===== config.mk =====
export PLATFORM = sky130hd
export DESIGN_NAME = sosp_ctrl
export DESIGN_NICKNAME = d
export VERILOG_FILES = /design/src/sosp_pkg.sv /design/src/sosp_ctrl.sv
export SDC_FILE = /design/constraint.sdc
export NUM_CORES = 1
export LEC_CHECK = 0
export ABC_AREA = 1
export BUFFER_PORTS_ARGS = -buffer_cell sky130_fd_sc_hd__buf_4
export CAP_MARGIN = 10
export CORE_ASPECT_RATIO = 0.9
export CORE_MARGIN = 3
export CORE_UTILIZATION = 23
export CTS_CLUSTER_DIAMETER = 30
export DETAILED_ROUTE_END_ITERATION = 8
export GPL_TIMING_DRIVEN = 0
export PLACE_DENSITY_LB_ADDON = 0.25
export REMOVE_ABC_BUFFERS = 1
export SYNTH_ARGS = -nofsm -noshare
export SYNTH_HDL_FRONTEND = slang
export SYNTH_SLANG_ARGS = --single-unit

===== constraint.sdc =====
create_clock -name clk_i -period 1.08 [get_ports clk_i]
set_input_delay 0.216 -clock clk_i [delete_from_list [all_inputs] [get_ports clk_i]]
set_output_delay 0.216 -clock clk_i [all_outputs]
set_load 0.05 [all_outputs]

===== src/sosp_pkg.sv =====
`timescale 1ns / 1ps

package sosp_pkg;

  localparam int unsigned IndexW   = 31;
  localparam int unsigned ValueW   = 32;
  localparam int unsigned CountW   = 11;
  localparam int unsigned CmdW     = 2;
  localparam int unsigned StatusW  = 2;
  localparam int unsigned CfgIdxW  = 2;
  localparam int unsigned CfgDataW = 31;

  localparam logic [ValueW-1:0] UnsetValue = 32'h7FFF_FFFF;

  typedef enum logic [CmdW-1:0] {
    CMD_SET  = 2'd0,
    CMD_SORT = 2'd1,
    CMD_READ = 2'd2,
    CMD_NONE = 2'd3
  } cmd_e;

  typedef enum logic [StatusW-1:0] {
    STS_OK      = 2'd0,
    STS_IGNORED = 2'd1,
    STS_RANGE   = 2'd2
  } status_e;

  typedef enum logic [CfgIdxW-1:0] {
    CFG_BASE  = 2'd0,
    CFG_COUNT = 2'd1
  } cfg_reg_e;

  typedef enum logic [3:0] {
    ST_CLEAR,
    ST_IDLE,
    ST_FINISH,
    ST_OUTER,
    ST_CUR,
    ST_CURV,
    ST_INNER,
    ST_PREV,
    ST_CMP
  } state_e;

  typedef struct packed {
    logic in_ready;
    logic in_take;
    logic finish;
    logic clr_reset;
    logic clr_step;
    logic outer_rd;
    logic cur_take;
    logic curv_take;
    logic inner_rd;
    logic prev_take;
    logic cmp_step;
    logic place;
    logic out_load;
  } ctrl_t;

  typedef struct packed {
    logic cfg_reinit;
    logic clr_last;
    logic in_fire;
    logic in_is_sort;
    logic i_done;
    logic j_zero;
    logic cur_first;
  } stat_t;

endpackage


===== src/sosp_ctrl.sv =====
`timescale 1ns / 1ps

module sosp_ctrl (
  input  logic            clk_i,
  input  logic            rst_ni,
  input  sosp_pkg::stat_t sts_i,
  output sosp_pkg::ctrl_t ctrl_o
);
  import sosp_pkg::*;

  state_e state_q, state_d;

  always_ff @(posedge clk_i or negedge rst_ni) begin
    if (!rst_ni) begin
      state_q <= ST_CLEAR;
    end else begin
      state_q <= state_d;
    end
  end

  always_comb begin
    state_d = state_q;
    unique case (state_q)
      ST_CLEAR:  if (sts_i.clr_last) state_d = ST_IDLE;
      ST_IDLE: begin
        if (sts_i.in_fire) state_d = sts_i.in_is_sort ? ST_OUTER : ST_FINISH;
      end
      ST_FINISH: state_d = ST_IDLE;
      ST_OUTER:  state_d = sts_i.i_done ? ST_IDLE : ST_CUR;
      ST_CUR:    state_d = ST_CURV;
      ST_CURV:   state_d = ST_INNER;
      ST_INNER:  state_d = sts_i.j_zero ? ST_OUTER : ST_PREV;
      ST_PREV:   state_d = ST_CMP;
      ST_CMP:    state_d = sts_i.cur_first ? ST_INNER : ST_OUTER;
      default:   state_d = ST_CLEAR;
    endcase
    if (sts_i.cfg_reinit) state_d = ST_CLEAR;
  end

  always_comb begin
    ctrl_o = '0;
    unique case (state_q)
      ST_CLEAR:  ctrl_o.clr_step = 1'b1;
      ST_IDLE: begin
        ctrl_o.in_ready = 1'b1;
        ctrl_o.in_take  = sts_i.in_fire;
      end
      ST_FINISH: begin
        ctrl_o.finish   = 1'b1;
        ctrl_o.out_load = 1'b1;
      end
      ST_OUTER: begin
        ctrl_o.outer_rd = 1'b1;
        ctrl_o.out_load = sts_i.i_done;
      end
      ST_CUR:    ctrl_o.cur_take  = 1'b1;
      ST_CURV:   ctrl_o.curv_take = 1'b1;
      ST_INNER: begin
        ctrl_o.place    = sts_i.j_zero;
        ctrl_o.inner_rd = !sts_i.j_zero;
      end
      ST_PREV:   ctrl_o.prev_take = 1'b1;
      ST_CMP:    ctrl_o.cmp_step  = 1'b1;
      default:   ctrl_o = '0;
    endcase
    if (sts_i.cfg_reinit) begin
      ctrl_o          = '0;
      ctrl_o.clr_reset = 1'b1;
    end
  end

endmodule


Word-level counts from Yosys, hierarchy flattened
Cells that the tools add are included.
{"block": "classes", "n_reduce_logical": 3, "n_mux": 20, "eq_ne": 10}
{"operator": "4-bit one-hot mux with 9 select lines", "count": 1}
{"operator": "4-bit by 3-bit equality test with 1-bit output (second input constant)", "count": 4}
{"operator": "13-bit 2-to-1 mux", "count": 1}
{"operator": "4-bit 2-to-1 mux", "count": 3}
{"operator": "1-bit 2-to-1 mux", "count": 10}
{"operator": "3-bit 2-to-1 mux", "count": 3}
{"operator": "4-bit by 2-bit equality test with 1-bit output (second input constant)", "count": 2}
{"operator": "3-bit inequality test (second input constant)", "count": 2}
{"operator": "4-bit by 1-bit equality test with 1-bit output (second input constant)", "count": 1}
{"operator": "4-bit equality test (second input constant)", "count": 1}
{"operator": "4-bit logical NOT", "count": 1}
{"operator": "2-bit 2-to-1 mux", "count": 1}
{"operator": "1-bit one-hot mux with 2 select lines", "count": 1}
{"operator": "2-bit AND reduction", "count": 1}
{"operator": "1-bit logical NOT", "count": 1}
{"block": "word_totals", "elab_cells": 34, "register_bits": 4, "inputBits": 9, "output_inout_bits": 13}

Longest topological paths before layout
Gate-level depths: netlist (run 1).
{"block": "logic_depth", "depth_word": 4, "mapped_depth": 8, "depth_no_buf": 7}

Worst setup path after synthesis (run 1)
Ideal clock, no wire load.
{"block": "synth_timing", "path_type": "flip-flop to output port", "startpoint": "register state_q[3]", "endpoint": "output ctrl_o[0] in the netlist's numbering", "setup_slack_ns": -1.094, "stages_incl_launch_ff": 5, "path_buffers": 0, "arrival_time_ns": 1.958, "required_time_ns": 0.864, "cell_sequence": "dfrtp_1 > nor2_4 > nor3b_2 > nand2_1 > o21ai_0"}
{"item": "from (decl)", "line": "sosp_ctrl.sv:11", "source": "state_e state_q, state_d;"}
{"item": "from (signal assigned)", "line": "sosp_ctrl.sv:17", "source": "state_q <= state_d;"}
{"item": "to (decl)", "line": "sosp_ctrl.sv:7", "source": "output sosp_pkg::ctrl_t ctrl_o"}

==> flow_summary_export.csv, run 1 <==
group,metric,value,unit
timing,fin_ws,-0.549,ns
placement,place_ws,-0.414,ns
critical_path,critPathCaptureType,"output pin",
timing,finalCriticalPeriod,1.63,ns
pwr,power,0.969,mW
pwr,power.internal,0.542,mW
timing,timing.fmax,0.614,GHz
worst_hold_path,hold_class,"in -> reg",
cells_and_area,top_regs,"state_q (4)",
placement,io_buffer_count,21,
timing,finalSetupViolations,15,
drt,ant_nets,0,
critical_path,required,0.86,ns
floorplan,initial_core_util,25.0,%
critical_path,startpoint_type,"register",
timing,worst_slew_pin_slew,0.291,ns
cells_and_area,largest_register,"state_q",
critical_path,cp-startpoint,"state_q[3]",
clocking,htreeDepth,1,
timing,fin_crit_sh,151,%
status,violations,"setup timing",
global_route,grt_overflow,0,
timing,rsz0062_at_grt,"yes",
pwr,powerDensity,1040,nW/µm²
pwr,p_clk_share,19.5,%
global_route,antenna_found_initial,0,
floorplan,num_rows,14,
worst_hold_path,hold_end,"state_q[2]",
drt,route.detailed.drc,0,
critical_path,crit_type,"reg -> out",
global_route,grt_max_degree,10,
synthesis,ys_types,16,
pwr,seqPwrFrac,21.5,%
drt,wl_per_cell,12.7,µm
pwr,ir_worst_vdd,584,µV
critical_path,worstPathMaxFanout,4,
cells_and_area,final_common_cell,"buf_4",
critical_path,r2r-end,"state_q[0]",
cells_and_area,nets,118,
pwr,netSwitchingFraction,44.1,%
global_route,grt_usage,13.6,%
synthesis,synth_seq_cells,4,
clocking,cts_sinks,4,
placement,dp_hpwl,933,µm
clocking,root_buffer,"clkbuf_4",
clocking,cts_max_path_buffers,2,
cells_and_area,area_growth,117,%
pwr,p_leak,0.440,nW
cells_and_area,largest_reg_flops,4,
clocking,clk_pin_slew,0.04,ns
synthesis,syn_area_per_cell,5.96,µm²
synthesis,syn_inst,72,
synthesis,seq_area_frac_synth,23.3,%
timing,drv_slew,0,
floorplan,dieWidth,51.5,µm
floorplan,die_y,47.0,µm
placement,place_congestion,0.765,
cells_and_area,final_cell_mix,"18 x buf_4, 16 x nand2_1, 12 x buf_6, 8 x nor2_4, 7 x nor2_1",
drt,routed-via-count,608,
synthesis,synth_area,429,µm²
timing,hold_viol_final,0,
timing,skew,0.00645,ns
global_route,grt_pass1_wl,2350,µm
run,maxCapViolCount,0,
clocking,clk_latency,0.24,ns
drt,drt_iter0_drc,5,
worst_hold_path,worstHoldStart,"sts_i[6]",
clocking,cts_buffers,3,
cells_and_area,utilization,54.2,%
critical_path,rrSetupSlack,-0.21,ns
critical_path,cp.arrival,1.41,ns
drt,vias_per_cell,4.64,
floorplan,die_area,2420,µm²
critical_path,rr_startpoint,"state_q[1]",
worst_hold_path,min_path_cells,2,
cells_and_area,drive_above_1_share,62.6,%
timing,relSlewSlack,80.6,%
clocking,cts_tree,"yes",
floorplan,ios,22,
critical_path,r2r_cells,9,
pwr,p_switching,0.427,mW
floorplan,core_area,1720,µm²
global_route,grt_pass1_vias,534,
synthesis,ys.warnings.count,0,
cells_and_area,antenna_cells,0,
status,status,"finished, violations left",
drt,drtPass1Iterations,4,
drt,wl,1660,µm
pwr,combPwrFrac,59.0,%
[worst max path at each step]
stage	slack (ns)	to
3_3_place_gp	-0.42	ctrl_o[0]
5_1_grt	-0.64	ctrl_o[6]
6_report	-0.55	ctrl_o[6]
4_1_cts	-0.53	ctrl_o[0]
2_1_floorplan	-1.11	ctrl_o[0]
3_5_place_dp	-0.41	ctrl_o[0]
[layer usage]
layer | part of all wire, % | vias to the layer above | global-route usage (%)
met5 | 0 | - | 0
met4 | 1.1 | 0 | 5.76
met3 | 5.2 | 2 | 5.71
met2 | 53 | 21 | 20.8
met1 | 41 | 290 | 17.1
li1 | - | 295 | -
[synth_stat cells]
cell,count,area (µm²)
nor3b_2,1,12.5
buf_4,2,15.0
nor2_4,2,22.5
nor2_2,3,18.8
nor3b_1,1,7.51
buf_2,1,5.00
dfrtp_1,4,100
inv_1,9,33.8
nand3_1,8,40.0
inv_2,1,3.75
nor2_1,13,48.8
nand2_1,19,71.3
o21ai_0,1,5.00
nor3_1,3,15.0
nand4_1,3,18.8
buf_6,1,11.3
[worst max-delay path, stage by stage (launching register included)]
cell and delay (ns):
dfrtp_2 0.42, buf_6 0.13, nor2_4 0.14, nand2_4 0.11
nor3_4 0.19, buf_6 0.18
[stage by stage]
stage / cells / instance area [µm²] / hold slack, ns / TNS [ns]
detailed placement: 113 / 586 / 0.0136 / -4.04
global placement: 113 / 586 / 0.0127 / -4.21
floorplan: 68 / 398 / -0.0796 / -8.64
finish: 131 / 931 / 0.245 / -5.98
global route: 131 / 931 / 0.246 / -7.11
CTS: 128 / 811 / 0.237 / -5.68
[cell families after synthesis]
kind of cell,count (synthesis),share of synthesized area (%)
compound gates,1,1.17
buf+inv,14,16.0
flops,4,23.3
simple gates,53,59.5
[power by group through the flow]
| stage | Combinational [mW] | Sequential (mW) | Clock, mW |
|---|---|---|---|
| 2_1_floorplan | 0.220 | 0.202 | 0 |
| 3_3_place_gp | 0.320 | 0.213 | 0 |
| 3_5_place_dp | 0.321 | 0.211 | 0 |
| 4_1_cts | 0.459 | 0.204 | 0.192 |
| 5_1_grt | 0.611 | 0.211 | 0.213 |
| 6_report | 0.572 | 0.208 | 0.189 |
[layout make-up]
| type | count | area, µm² |
|---|---|---|
| inverter | 10 | 40.0 |
| clock buffer | 3 | 22.5 |
| timing repair buffer | 36 | 360 |
| fill | 165 | 786 |
| tap | 24 | 30.0 |
| multi-input combinational | 54 | 374 |
| sequential | 4 | 104 |
[repair_timing]
action / in CTS / in global routing
gates resized for setup: 33 / 23
hold endpoints to repair: 4 / 0
setup endpoints to repair: 15 / 15
gates cloned: 0 / 0
pin swaps: 6 / 8
hold buffers: 1 / 0
buffers inserted: 11 / 4
Power figures use the tool's default switching activity.
==> run 2, diff against run 1 <==
ABC_AREA = 0   (was 1)
==> run 2 against run 1 <==
Against the previous run: the flow still finishes with violations (setup timing); critical path type unchanged; setup slack worse by 0.027 ns; final cell count down 14%; sequential power down 12%; largest cell class is now non-clock buffers; via count down 6.4%; core utilization up 10 points; combinational power up 11%; critical endpoint is now ctrl_o[2]; hold slack worse by 0.053 ns.
==> flow_summary_export.csv, run 2 <==
group,metric,value,unit
clocking,cts_buffers,3,
synthesis,synth_area,393,µm²
drt,route.detailed.drc,0,
cells_and_area,top_regs,"state_q (4)",
cells_and_area,fill_cells,122,
drt,wl_per_cell,14.8,µm
timing,fin_crit_sh,153,%
clocking,cts_tree,"yes",
clocking,root_buffer,"clkbuf_4",
timing,relSlewSlack,76.7,%
synthesis,post-synth-top-area-cell,"dfrtp_1",
global_route,grt_max_degree,8,
placement,place_congestion,0.671,
cells_and_area,largest_reg_flops,4,
critical_path,rrSetupSlack,-0.46,ns
placement,dp_hpwl,736,µm
status,status,"finished, violations left",
drt,drtPass1Iterations,4,
synthesis,async_reset_ff_share,100,%
status,violations,"setup timing",
global_route,grt_overflow,0,
critical_path,startpoint_type,"register",
critical_path,r2r_cells,6,
cells_and_area,largest_register,"state_q",
floorplan,dieWidth,49.6,µm
cells_and_area,final_cell_mix,"22 x buf_4, 15 x buf_6, 4 x buf_8, 4 x dfrtp_2",
timing,timing.fmax,0.604,GHz
synthesis,synth_common_cells,"6 x nor2_1, 6 x nor3_1, 4 x dfrtp_1",
global_route,antenna_found_initial,0,
placement,place_ws,-0.556,ns
cells_and_area,drive_above_1_share,79.1,%
drt,vias_per_cell,5.04,
floorplan,num_rows,13,
synthesis,synth_edf_count,0,
placement,io_buffer_count,21,
critical_path,crit_type,"reg -> out",
synthesis,synth.area.top_cells,"dfrtp_1 25%, nor3_1 7.6%, buf_4 5.7%",
cells_and_area,fin_area,986,µm²
critical_path,r2r-end,"state_q[1]",
pwr,combPwrFrac,63.3,%
drt,wl,1670,µm
pwr,p_clk_share,18.5,%
drt,drt_iter0_drc,5,
clocking,cts_max_path_buffers,2,
placement,post_dp_cell_area,546,µm²
clocking,cts_sinks,4,
worst_hold_path,hold_end,"state_q[0]",
pwr,p_switching,0.393,mW
pwr,seqPwrFrac,18.1,%
synthesis,syn_inst,50,
worst_hold_path,min_path_cells,2,
pwr,p_leak,0.417,nW
drt,ant_nets,0,
timing,finalCriticalPeriod,1.66,ns
synthesis,ys.warnings.count,0,
cells_and_area,regArea,105,µm²
pwr,power.internal,0.613,mW
worst_hold_path,hold_class,"in -> reg",
timing,hold_viol_final,0,
cells_and_area,nets,102,
pwr,ir_worst_vdd,763,µV
cells_and_area,fin_cells,113,
clocking,clk_latency,0.24,ns
synthesis,syn_area_per_cell,7.86,µm²
timing,skew,0.00562,ns
floorplan,die_y,45.2,µm
clocking,clk_pin_slew,0.04,ns
synthesis,seq_area_frac_synth,25.5,%
floorplan,ios,22,
cells_and_area,final_common_cell,"buf_4",
floorplan,core_area,1530,µm²
timing,tns,-7.20,ns
run,maxCapViolCount,0,
pwr,power,1.01,mW
synthesis,yosys_most_used_dff,"dfrtp_1",
critical_path,rr_startpoint,"state_q[0]",
global_route,grt_pass1_vias,569,
critical_path,critPathCaptureType,"output pin",
placement,dp.cells,88,
global_route,grt_pass1_wl,2480,µm
worst_hold_path,worstHoldStart,"sts_i[4]",
cells_and_area,area_growth,151,%
clocking,htreeDepth,1,
synthesis,synth_top_area_share,25.5,%
drt,routed-via-count,569,
critical_path,required,0.86,ns
timing,worst_slew_pin_slew,0.347,ns
pwr,netSwitchingFraction,39.0,%
floorplan,die_area,2240,µm²
timing,drv_slew,0,
global_route,grt_usage,14.6,%
timing,finalSetupViolations,16,
pwr,powerDensity,1020,nW/µm²
cells_and_area,multiInputGateArea,403,µm²
cells_and_area,utilization,64.5,%
synthesis,ys_types,28,
timing,rsz0062_at_grt,"yes",
critical_path,worstPathMaxFanout,3,
cells_and_area,antenna_cells,0,
synthesis,synth_seq_cells,4,
timing,fin_ws,-0.576,ns
timing,hold_ws,0.192,ns
critical_path,cp.arrival,1.44,ns
floorplan,initial_core_util,25.7,%
run 2: what timing repair did:
item                                    in CTS  in global routing
setup buffers                               17                  4
endpoints found under the setup margin      16                 15
hold buffers                                 1                  0
hold endpoints to repair                     4                  0
resized for setup                           41                 18
pin swaps                                   10                  7
run 2: power by group through the flow:
stage,combinational (mW),sequential [mW],clock (mW)
after floorplan,0.189,0.194,0
after global placement,0.274,0.207,0
after detailed placement,0.273,0.207,0
after CTS,0.529,0.180,0.182
after global routing,0.679,0.182,0.197
final,0.637,0.182,0.186
run 2: critical path: stages (launching register included):
cell and delay, ns:
dfrtp_2 0.43, or3_4 0.39, nor3b_2 0.20, buf_6 0.18
run 2: cell type report:
| cell class | instances | area share [%] |
|---|---|---|
| repair buffers | 43 | 43.0 |
| multi-input cells | 40 | 40.9 |
| flip-flops and latches | 4 | 10.7 |
| well taps | 22 | 2.79 |
| clock buffers | 3 | 2.28 |
| inverters | 1 | 0.381 |
run 2: how the worst max path moves through the flow:
stage                           from    endpoint  slack (ns)
after floorplan           state_q[2]  ctrl_o[11]       -1.29
after global placement    state_q[2]   ctrl_o[2]       -0.56
after detailed placement  state_q[2]   ctrl_o[2]       -0.56
after CTS                 state_q[1]   ctrl_o[2]       -0.55
after global routing      state_q[1]   ctrl_o[2]       -0.61
final                     state_q[0]   ctrl_o[2]       -0.58
run 2: cell families after synthesis:
logic type	count (synthesis)	share of synthesized area, %
compound gates	10	19.4
buf+inv	6	9.23
flops	4	25.5
mux	1	2.55
simple gates	29	43.3
run 2: per-layer routing:
metal / track usage (%) / part of all wire, % / vias up
li1: - / - / 266
met1: 17.7 / 40 / 283
met2: 26.9 / 55 / 16
met3: 1.98 / 3.3 / 4
met4: 4.97 / 1.5 / 0
met5: 0 / 0 / -
